## config.mk

```make
export PLATFORM = sky130hd
export DESIGN_NAME = server_load_balancer_dispatch_unit
export DESIGN_NICKNAME = d
export VERILOG_FILES = /design/src/sldisp_pkg.sv /design/src/server_load_balancer_dispatch_unit.sv
export SDC_FILE = /design/constraint.sdc
export NUM_CORES = 1
export LEC_CHECK = 0
export BUFFER_PORTS_ARGS = -buffer_cell sky130_fd_sc_hd__buf_2
export CORE_MARGIN = 2
export CORE_UTILIZATION = 35
export DETAILED_ROUTE_END_ITERATION = 8
export GPL_TIMING_DRIVEN = 0
export PLACE_DENSITY = 0.55
export SYNTH_ARGS = -nofsm -noshare
export SYNTH_HDL_FRONTEND = slang
export SYNTH_SLANG_ARGS = --single-unit
```

## constraint.sdc

```tcl
create_clock -name clk -period 27.3 [get_ports clk]
set_input_delay 5.46 -clock clk [delete_from_list [all_inputs] [get_ports clk]]
set_output_delay 5.46 -clock clk [all_outputs]
set_load 0.01 [all_outputs]
```

## src/sldisp_pkg.sv

```systemverilog
`default_nettype none

package sldisp_pkg;

  localparam int DEF_NUM_SERVERS  = 5;
  localparam int DEF_COUNT_WIDTH  = 8;
  localparam int DEF_TOTAL_WIDTH  = 32;
  localparam int DEF_RANDOM_WIDTH = 16;

  localparam int AMOUNT_W    = 16;
  localparam int LIMIT_W     = 8;
  localparam int CFG_INDEX_W = 1;
  localparam int CFG_DATA_W  = 8;

  localparam logic [LIMIT_W-1:0] QUEUE_LIMIT_RESET = LIMIT_W'(100);

  typedef enum logic {
    OP_ARRIVE = 1'b0,
    OP_DEPART = 1'b1
  } op_t;

  typedef enum logic [1:0] {
    POL_ROUND_ROBIN    = 2'd0,
    POL_RANDOM         = 2'd1,
    POL_SHORTEST       = 2'd2,
    POL_SHORTEST_LEAST = 2'd3
  } policy_t;

  typedef enum logic [CFG_INDEX_W-1:0] {
    REG_POLICY      = 1'd0,
    REG_QUEUE_LIMIT = 1'd1
  } reg_index_t;

endpackage

`default_nettype wire

```

## src/server_load_balancer_dispatch_unit.sv

```systemverilog
// An arrival beat is registered in stage s1 and its result then in the output registers.
// One beat per cycle unless out_stall blocks an arrival; the single-pass compare and update
// stage sets that rate. A departure beat updates the job counts and produces no result.
// Synchronous reset clears the job counts, service totals and the rotation pointer, selects
// round robin and sets the queue limit to 100.
`default_nettype none

module server_load_balancer_dispatch_unit #(
  parameter int NUM_SERVERS  = sldisp_pkg::DEF_NUM_SERVERS,
  parameter int COUNT_WIDTH  = sldisp_pkg::DEF_COUNT_WIDTH,
  parameter int TOTAL_WIDTH  = sldisp_pkg::DEF_TOTAL_WIDTH,
  parameter int RANDOM_WIDTH = sldisp_pkg::DEF_RANDOM_WIDTH
) (
  input  logic                                  clk,
  input  logic                                  rst,
  input  logic                                  cfg_wr_en,
  input  logic [sldisp_pkg::CFG_INDEX_W-1:0]    cfg_index,
  input  logic [sldisp_pkg::CFG_DATA_W-1:0]     cfg_data,
  input  logic                                  in_valid,
  output logic                                  in_stall,
  input  logic                                  operation,
  input  logic [$clog2(NUM_SERVERS)-1:0]        server_index,
  input  logic [sldisp_pkg::AMOUNT_W-1:0]       service_amount,
  input  logic [RANDOM_WIDTH-1:0]               random_value,
  output logic                                  out_valid,
  input  logic                                  out_stall,
  output logic [$clog2(NUM_SERVERS)-1:0]        chosen_server,
  output logic [COUNT_WIDTH-1:0]                depth_after,
  output logic                                  limit_exceeded
);

  import sldisp_pkg::*;

  localparam int IDX_W = $clog2(NUM_SERVERS);
  localparam int CNT_W = $clog2(NUM_SERVERS + 1);
  localparam int PROD_W = RANDOM_WIDTH + CNT_W;
  localparam int CMP_W = (COUNT_WIDTH > LIMIT_W) ? COUNT_WIDTH : LIMIT_W;
  localparam logic [IDX_W-1:0] LAST_SERVER = IDX_W'(NUM_SERVERS - 1);
  localparam logic [COUNT_WIDTH-1:0] COUNT_MAX = '1;
  localparam logic [TOTAL_WIDTH-1:0] TOTAL_MAX = '1;

  policy_t                 policy;
  logic [LIMIT_W-1:0]      queue_limit;
  logic [COUNT_WIDTH-1:0]  job_count [NUM_SERVERS];
  logic [TOTAL_WIDTH-1:0]  service_total [NUM_SERVERS];
  logic [IDX_W-1:0]        rotation_pointer;
  logic [IDX_W-1:0]        rotation_pointer_next;

  logic                    s1_valid;
  op_t                     s1_op;
  logic [IDX_W-1:0]        s1_index;
  logic [AMOUNT_W-1:0]     s1_amount;
  logic [RANDOM_WIDTH-1:0] s1_random;
  logic                    s1_go;
  logic                    s1_arrive;
  logic                    in_accept;

  logic [NUM_SERVERS-1:0]  short_mask;
  logic [NUM_SERVERS-1:0]  least_mask;
  logic [NUM_SERVERS-1:0]  cand_mask;
  logic [CNT_W-1:0]        cand_cnt;
  logic [PROD_W-1:0]       pick_prod;
  logic [CNT_W-1:0]        pick_rank;
  logic [IDX_W-1:0]        rand_sel;
  logic [IDX_W-1:0]        rr_sel;
  logic [IDX_W-1:0]        sel;

  logic [COUNT_WIDTH-1:0]  count_upd [NUM_SERVERS];
  logic [TOTAL_WIDTH-1:0]  total_upd [NUM_SERVERS];
  logic                    flag;

  assign in_stall  = s1_valid && !s1_go;
  assign in_accept = in_valid && !in_stall;
  assign s1_arrive = (s1_op == OP_ARRIVE);
  assign s1_go     = s1_valid && (!s1_arrive || !out_valid || !out_stall);

  always_ff @(posedge clk) begin
    if (rst) begin
      policy      <= POL_ROUND_ROBIN;
      queue_limit <= QUEUE_LIMIT_RESET;
    end else if (cfg_wr_en) begin
      case (reg_index_t'(cfg_index))
        REG_POLICY:      policy <= policy_t'(cfg_data[1:0]);
        REG_QUEUE_LIMIT: queue_limit <= cfg_data[LIMIT_W-1:0];
        default:         ;
      endcase
    end
  end

  always_ff @(posedge clk) begin
    if (rst) begin
      s1_valid <= 1'b0;
    end else if (in_accept) begin
      s1_valid <= 1'b1;
    end else if (s1_go) begin
      s1_valid <= 1'b0;
    end
  end

  always_ff @(posedge clk) begin
    if (in_accept) begin
      s1_op     <= op_t'(operation);
      s1_index  <= server_index;
      s1_amount <= service_amount;
      s1_random <= random_value;
    end
  end

  always_comb begin
    for (int i = 0; i < NUM_SERVERS; i++) begin
      short_mask[i] = 1'b1;
      for (int j = 0; j < NUM_SERVERS; j++) begin
        if (job_count[j] < job_count[i]) begin
          short_mask[i] = 1'b0;
        end
      end
    end
  end

  always_comb begin
    for (int i = 0; i < NUM_SERVERS; i++) begin
      least_mask[i] = short_mask[i];
      for (int j = 0; j < NUM_SERVERS; j++) begin
        if (short_mask[j] && (service_total[j] < service_total[i])) begin
          least_mask[i] = 1'b0;
        end
      end
    end
  end

  always_comb begin
    case (policy)
      POL_SHORTEST:       cand_mask = short_mask;
      POL_SHORTEST_LEAST: cand_mask = least_mask;
      default:            cand_mask = '1;
    endcase
  end

  assign cand_cnt  = CNT_W'($countones(cand_mask));
  assign pick_prod = PROD_W'(s1_random) * PROD_W'(cand_cnt);
  assign pick_rank = pick_prod[RANDOM_WIDTH +: CNT_W];

  always_comb begin
    logic [NUM_SERVERS-1:0] below;
    rand_sel = '0;
    for (int i = 0; i < NUM_SERVERS; i++) begin
      for (int j = 0; j < NUM_SERVERS; j++) begin
        below[j] = (j < i) && cand_mask[j];
      end
      if (cand_mask[i] && (CNT_W'($countones(below)) == pick_rank)) begin
        rand_sel = IDX_W'(i);
      end
    end
  end

  always_comb begin
    if (rotation_pointer >= LAST_SERVER) begin
      rr_sel                = LAST_SERVER;
      rotation_pointer_next = '0;
    end else begin
      rr_sel                = rotation_pointer;
      rotation_pointer_next = rotation_pointer + IDX_W'(1);
    end
  end

  assign sel = (policy == POL_ROUND_ROBIN) ? rr_sel : rand_sel;

  always_comb begin
    logic [TOTAL_WIDTH:0] sum;
    flag = 1'b0;
    for (int i = 0; i < NUM_SERVERS; i++) begin
      count_upd[i] = job_count[i];
      total_upd[i] = service_total[i];
      sum = {1'b0, service_total[i]} + (TOTAL_WIDTH + 1)'(s1_amount);
      if (s1_arrive && (sel == IDX_W'(i))) begin
        if (job_count[i] != COUNT_MAX) begin
          count_upd[i] = job_count[i] + COUNT_WIDTH'(1);
        end
        total_upd[i] = sum[TOTAL_WIDTH] ? TOTAL_MAX : sum[TOTAL_WIDTH-1:0];
      end
      if (!s1_arrive && (s1_index == IDX_W'(i)) && (job_count[i] != '0)) begin
        count_upd[i] = job_count[i] - COUNT_WIDTH'(1);
      end
      if (CMP_W'(count_upd[i]) > CMP_W'(queue_limit)) begin
        flag = 1'b1;
      end
    end
  end

  always_ff @(posedge clk) begin
    if (rst) begin
      rotation_pointer <= '0;
      for (int i = 0; i < NUM_SERVERS; i++) begin
        job_count[i]     <= '0;
        service_total[i] <= '0;
      end
    end else if (s1_go) begin
      for (int i = 0; i < NUM_SERVERS; i++) begin
        job_count[i]     <= count_upd[i];
        service_total[i] <= total_upd[i];
      end
      if (s1_arrive && (policy == POL_ROUND_ROBIN)) begin
        rotation_pointer <= rotation_pointer_next;
      end
    end
  end

  always_ff @(posedge clk) begin
    if (rst) begin
      out_valid <= 1'b0;
    end else if (s1_go && s1_arrive) begin
      out_valid <= 1'b1;
    end else if (!out_stall) begin
      out_valid <= 1'b0;
    end
  end

  always_ff @(posedge clk) begin
    if (s1_go && s1_arrive) begin
      chosen_server  <= sel;
      depth_after    <= count_upd[sel];
      limit_exceeded <= flag;
    end
  end

  assert property (@(posedge clk) disable iff (rst)
    out_valid |-> (chosen_server <= LAST_SERVER))
    else $error("chosen server out of range");

  assert property (@(posedge clk) disable iff (rst)
    out_valid |-> (depth_after != '0))
    else $error("dispatched server shows an empty queue");

  assert property (@(posedge clk) disable iff (rst)
    rotation_pointer <= LAST_SERVER)
    else $error("rotation pointer out of range");

  assert property (@(posedge clk) disable iff (rst)
    (s1_valid && !s1_arrive && !out_stall) |=> !out_valid)
    else $error("departure beat produced a result");

  assert property (@(posedge clk) disable iff (rst)
    in_stall |-> (s1_valid && s1_arrive && out_valid && out_stall))
    else $error("input stalled without a blocked result");

endmodule

`default_nettype wire
```

==> metrics.txt <==
post-layout minimum cycle time=12,190 ps; Worst Setup Start Kind=flip-flop; CP endpoint kind=flip-flop; GRT Resource Usage Total=23.1%; Post-Route WL=97,200 um; critical path class=reg -> reg; Yosys cell types=96; Buf/Inv on CP=8; initial antenna violation count=1; final setup margin=15,110 ps; clk buf depth=3; post_cts resized=0; Post-Place Cell Area=30,300 um2; worst min path class=reg -> reg; P&R area growth vs syn=10.7%; CP top delay family=compound AO/OA/AOI/OAI gates; Final Wtd Congestion=0.963; Hold Vio Cnt, Final=0; Ports=64; Crit path required time=27,630 ps; Int Power=0.981 mW; fmax=0.0820 GHz; Top FF cell, synth=edfxtp_1; Syn Area/Cell=8.94 um2; overall power=1.57 mW; root buf cell=clkbuf_16; status=completed; Detail Route Antenna Nets=0; Yosys reg bits=263; Clk pwr share=31.8%; Post-Synthesis Net Count=3,809; commonest non-fill, non-tap cell in the layout=ha_1; Cells after Synth=3,179; initial core utilization=35.4%; Cell Pwr Density=50.0 nW/um2; hold_ws=457 ps; number of remaining DRC errors=0; fraction of layout cells with a size suffix above 1=5.61%; core area=80,400 um2; initial drt markers=1,773; Initial DRT Pass Iterations=6; num rows=104; Diodes inserted=0; Port Buf Inserts=63; die span in y=289 um; CTS tree=done; mapped cell area=28,400 um2; Max Cap Viol=0; Arr. time, crit path=12,510 ps; Post-synth EDFFs=248; CTS H-tree lvls=2; Max transition margin=13.0%; post-CTS setup repair buffer count=0; final clock skew=42.5 ps; hold buffers post-CTS=0; Net Sw Frac=37.6%; Nets=3,920; Worst Max-Slew Pin Slew=1290 ps; Final Cell Area=31,500 um2; dpl ws=15,290 ps; GRT overflow=0; die area=83,500 um2; Final Max Tran Viols=0; P_sw=0.592 mW; number of global-route vias before repair=23,800; sequential power share=33.1%; die width=289 um; cts bufs inserted=38; sequential fraction of the synthesis area=27.2%; Ys Warns=0; ys async rst share=0%; peak fanout along the critical path=10; clk sinks=263; hpwl dp=77,200 um; Static Leak=13.6 nW; setup_tns=0 ps; setup violators final=0; FILL cells=8,150; crit path max-delay cell type=nor4_1; vias per inst=5.69; slowest stage delay, CP=780 ps; largest net degree at the start of global routing=33; Reg clk slew, reported paths=60 ps; RSZ-0062 raised after global routing=no; post-detailed-route wirelength per cell=22.2 um; global-route wire length before repair=146,000 um; via count=24,900; Period Utilization, post-route=44.6%; Gate power share=35.1%; VDD IR max=0.0359 mV; Worst-Skew Late Latency=600 ps; most frequent cells in the layout=558 x ha_1, 374 x a21oi_1, 277 x inv_1
## logic make-up (layout without fill, tap and decap cells)
group | count (synthesis) | after routing | share of synthesized area, %
mux | 28 | 28 | 1.01
buf+inv | 350 | 487 | 4.74
compound gates | 850 | 850 | 18.6
fa+ha+maj | 580 | 580 | 26.1
xor+xnor | 161 | 161 | 5.06
flops | 263 | 263 | 27.2
simple gates | 947 | 947 | 17.2
## per-layer routing
metal  GRT usage [%]  share of wire (%)  wire, um  vias to the layer above
met4            8.00                3.6      3500                        2
met3            2.46                5.0      4900                      158
met2            37.2                 45     43700                      680
met1            32.1                 46     45100                    11900
li1                -                  -         -                    12200
met5               0              0.013        13                        -
## power by group through the flow
stage | sequential [mW] | combinational [mW] | clock [mW]
2_1_floorplan | 0.507 | 0.397 | 0
3_3_place_gp | 0.529 | 0.534 | 0
3_5_place_dp | 0.528 | 0.544 | 0
4_1_cts | 0.520 | 0.549 | 0.511
5_1_grt | 0.524 | 0.621 | 0.524
6_report | 0.521 | 0.552 | 0.500
## stage by stage
step / util [%] / cells
2_1_floorplan: - / 3179
3_3_place_gp: 37.4 / 4302
3_5_place_dp: 37.6 / 4310
4_1_cts: 39.1 / 4376
5_1_grt: 39.1 / 4376
6_report: 39.1 / 4376
## registers in the layout, indices dropped and copies added (netlist names)
name,cells
depth_after,8
s1_index,3
s1_op,1
queue_limit,8
s1_amount,16
out_valid,1
limit_exceeded,1
service_total,160
rotation_pointer,3
chosen_server,3
s1_random,16
policy,2
job_count,40
s1_valid,1
## path summary, 6_finish.rpt
kind / startpoint / endpoint / slack [ps] / cells after the start
worst max-delay path: service_total[0][142] / limit_exceeded / 15110 / 46
worst min-delay path: queue_limit[1] / queue_limit[1] / 460 / 2
worst max register to register: service_total[0][142] / limit_exceeded / 15110 / 46
worst min register to register: queue_limit[1] / queue_limit[1] / 460 / 2
## synthesized netlist by cell type (38+ instances only)
master / number / area, um2
nand2b_1: 38 / 238
nor3_1: 86 / 430
edfxtp_1: 248 / 7450
nor2_1: 150 / 563
clkbuf_1: 57 / 214
nand3_1: 116 / 581
nand4_1: 112 / 701
nand2_1: 221 / 830
a21o_1: 79 / 593
xnor2_1: 122 / 1070
o21ai_0: 123 / 616
ha_1: 558 / 6980
inv_1: 277 / 1040
a21oi_1: 375 / 1880
## worst register-to-register path, delay by kind of cell (launching register included)
kind	cells	cell delay, ps
AO/OA/AOI/OAI	18	4050
flip-flops	1	410
buffers and inverters	8	1170
XOR/XNOR	1	300
AND/OR/NAND/NOR	10	2730
adder cells (fa/ha/maj)	8	2920
multiplexers	1	340
## layout make-up
type	instances	area [um2]	area share [%]
Buffer	71	298	0.946
Clock buffer	49	1040	3.32
Clock inverter	17	165	0.525
Inverter	279	1050	3.34
Multi-Input combinational cell	2566	19400	61.6
Sequential cell	263	7750	24.6
Tap cell	1060	1330	4.22
Timing Repair Buffer	71	465	1.48
(Power assumes the default switching activity.)
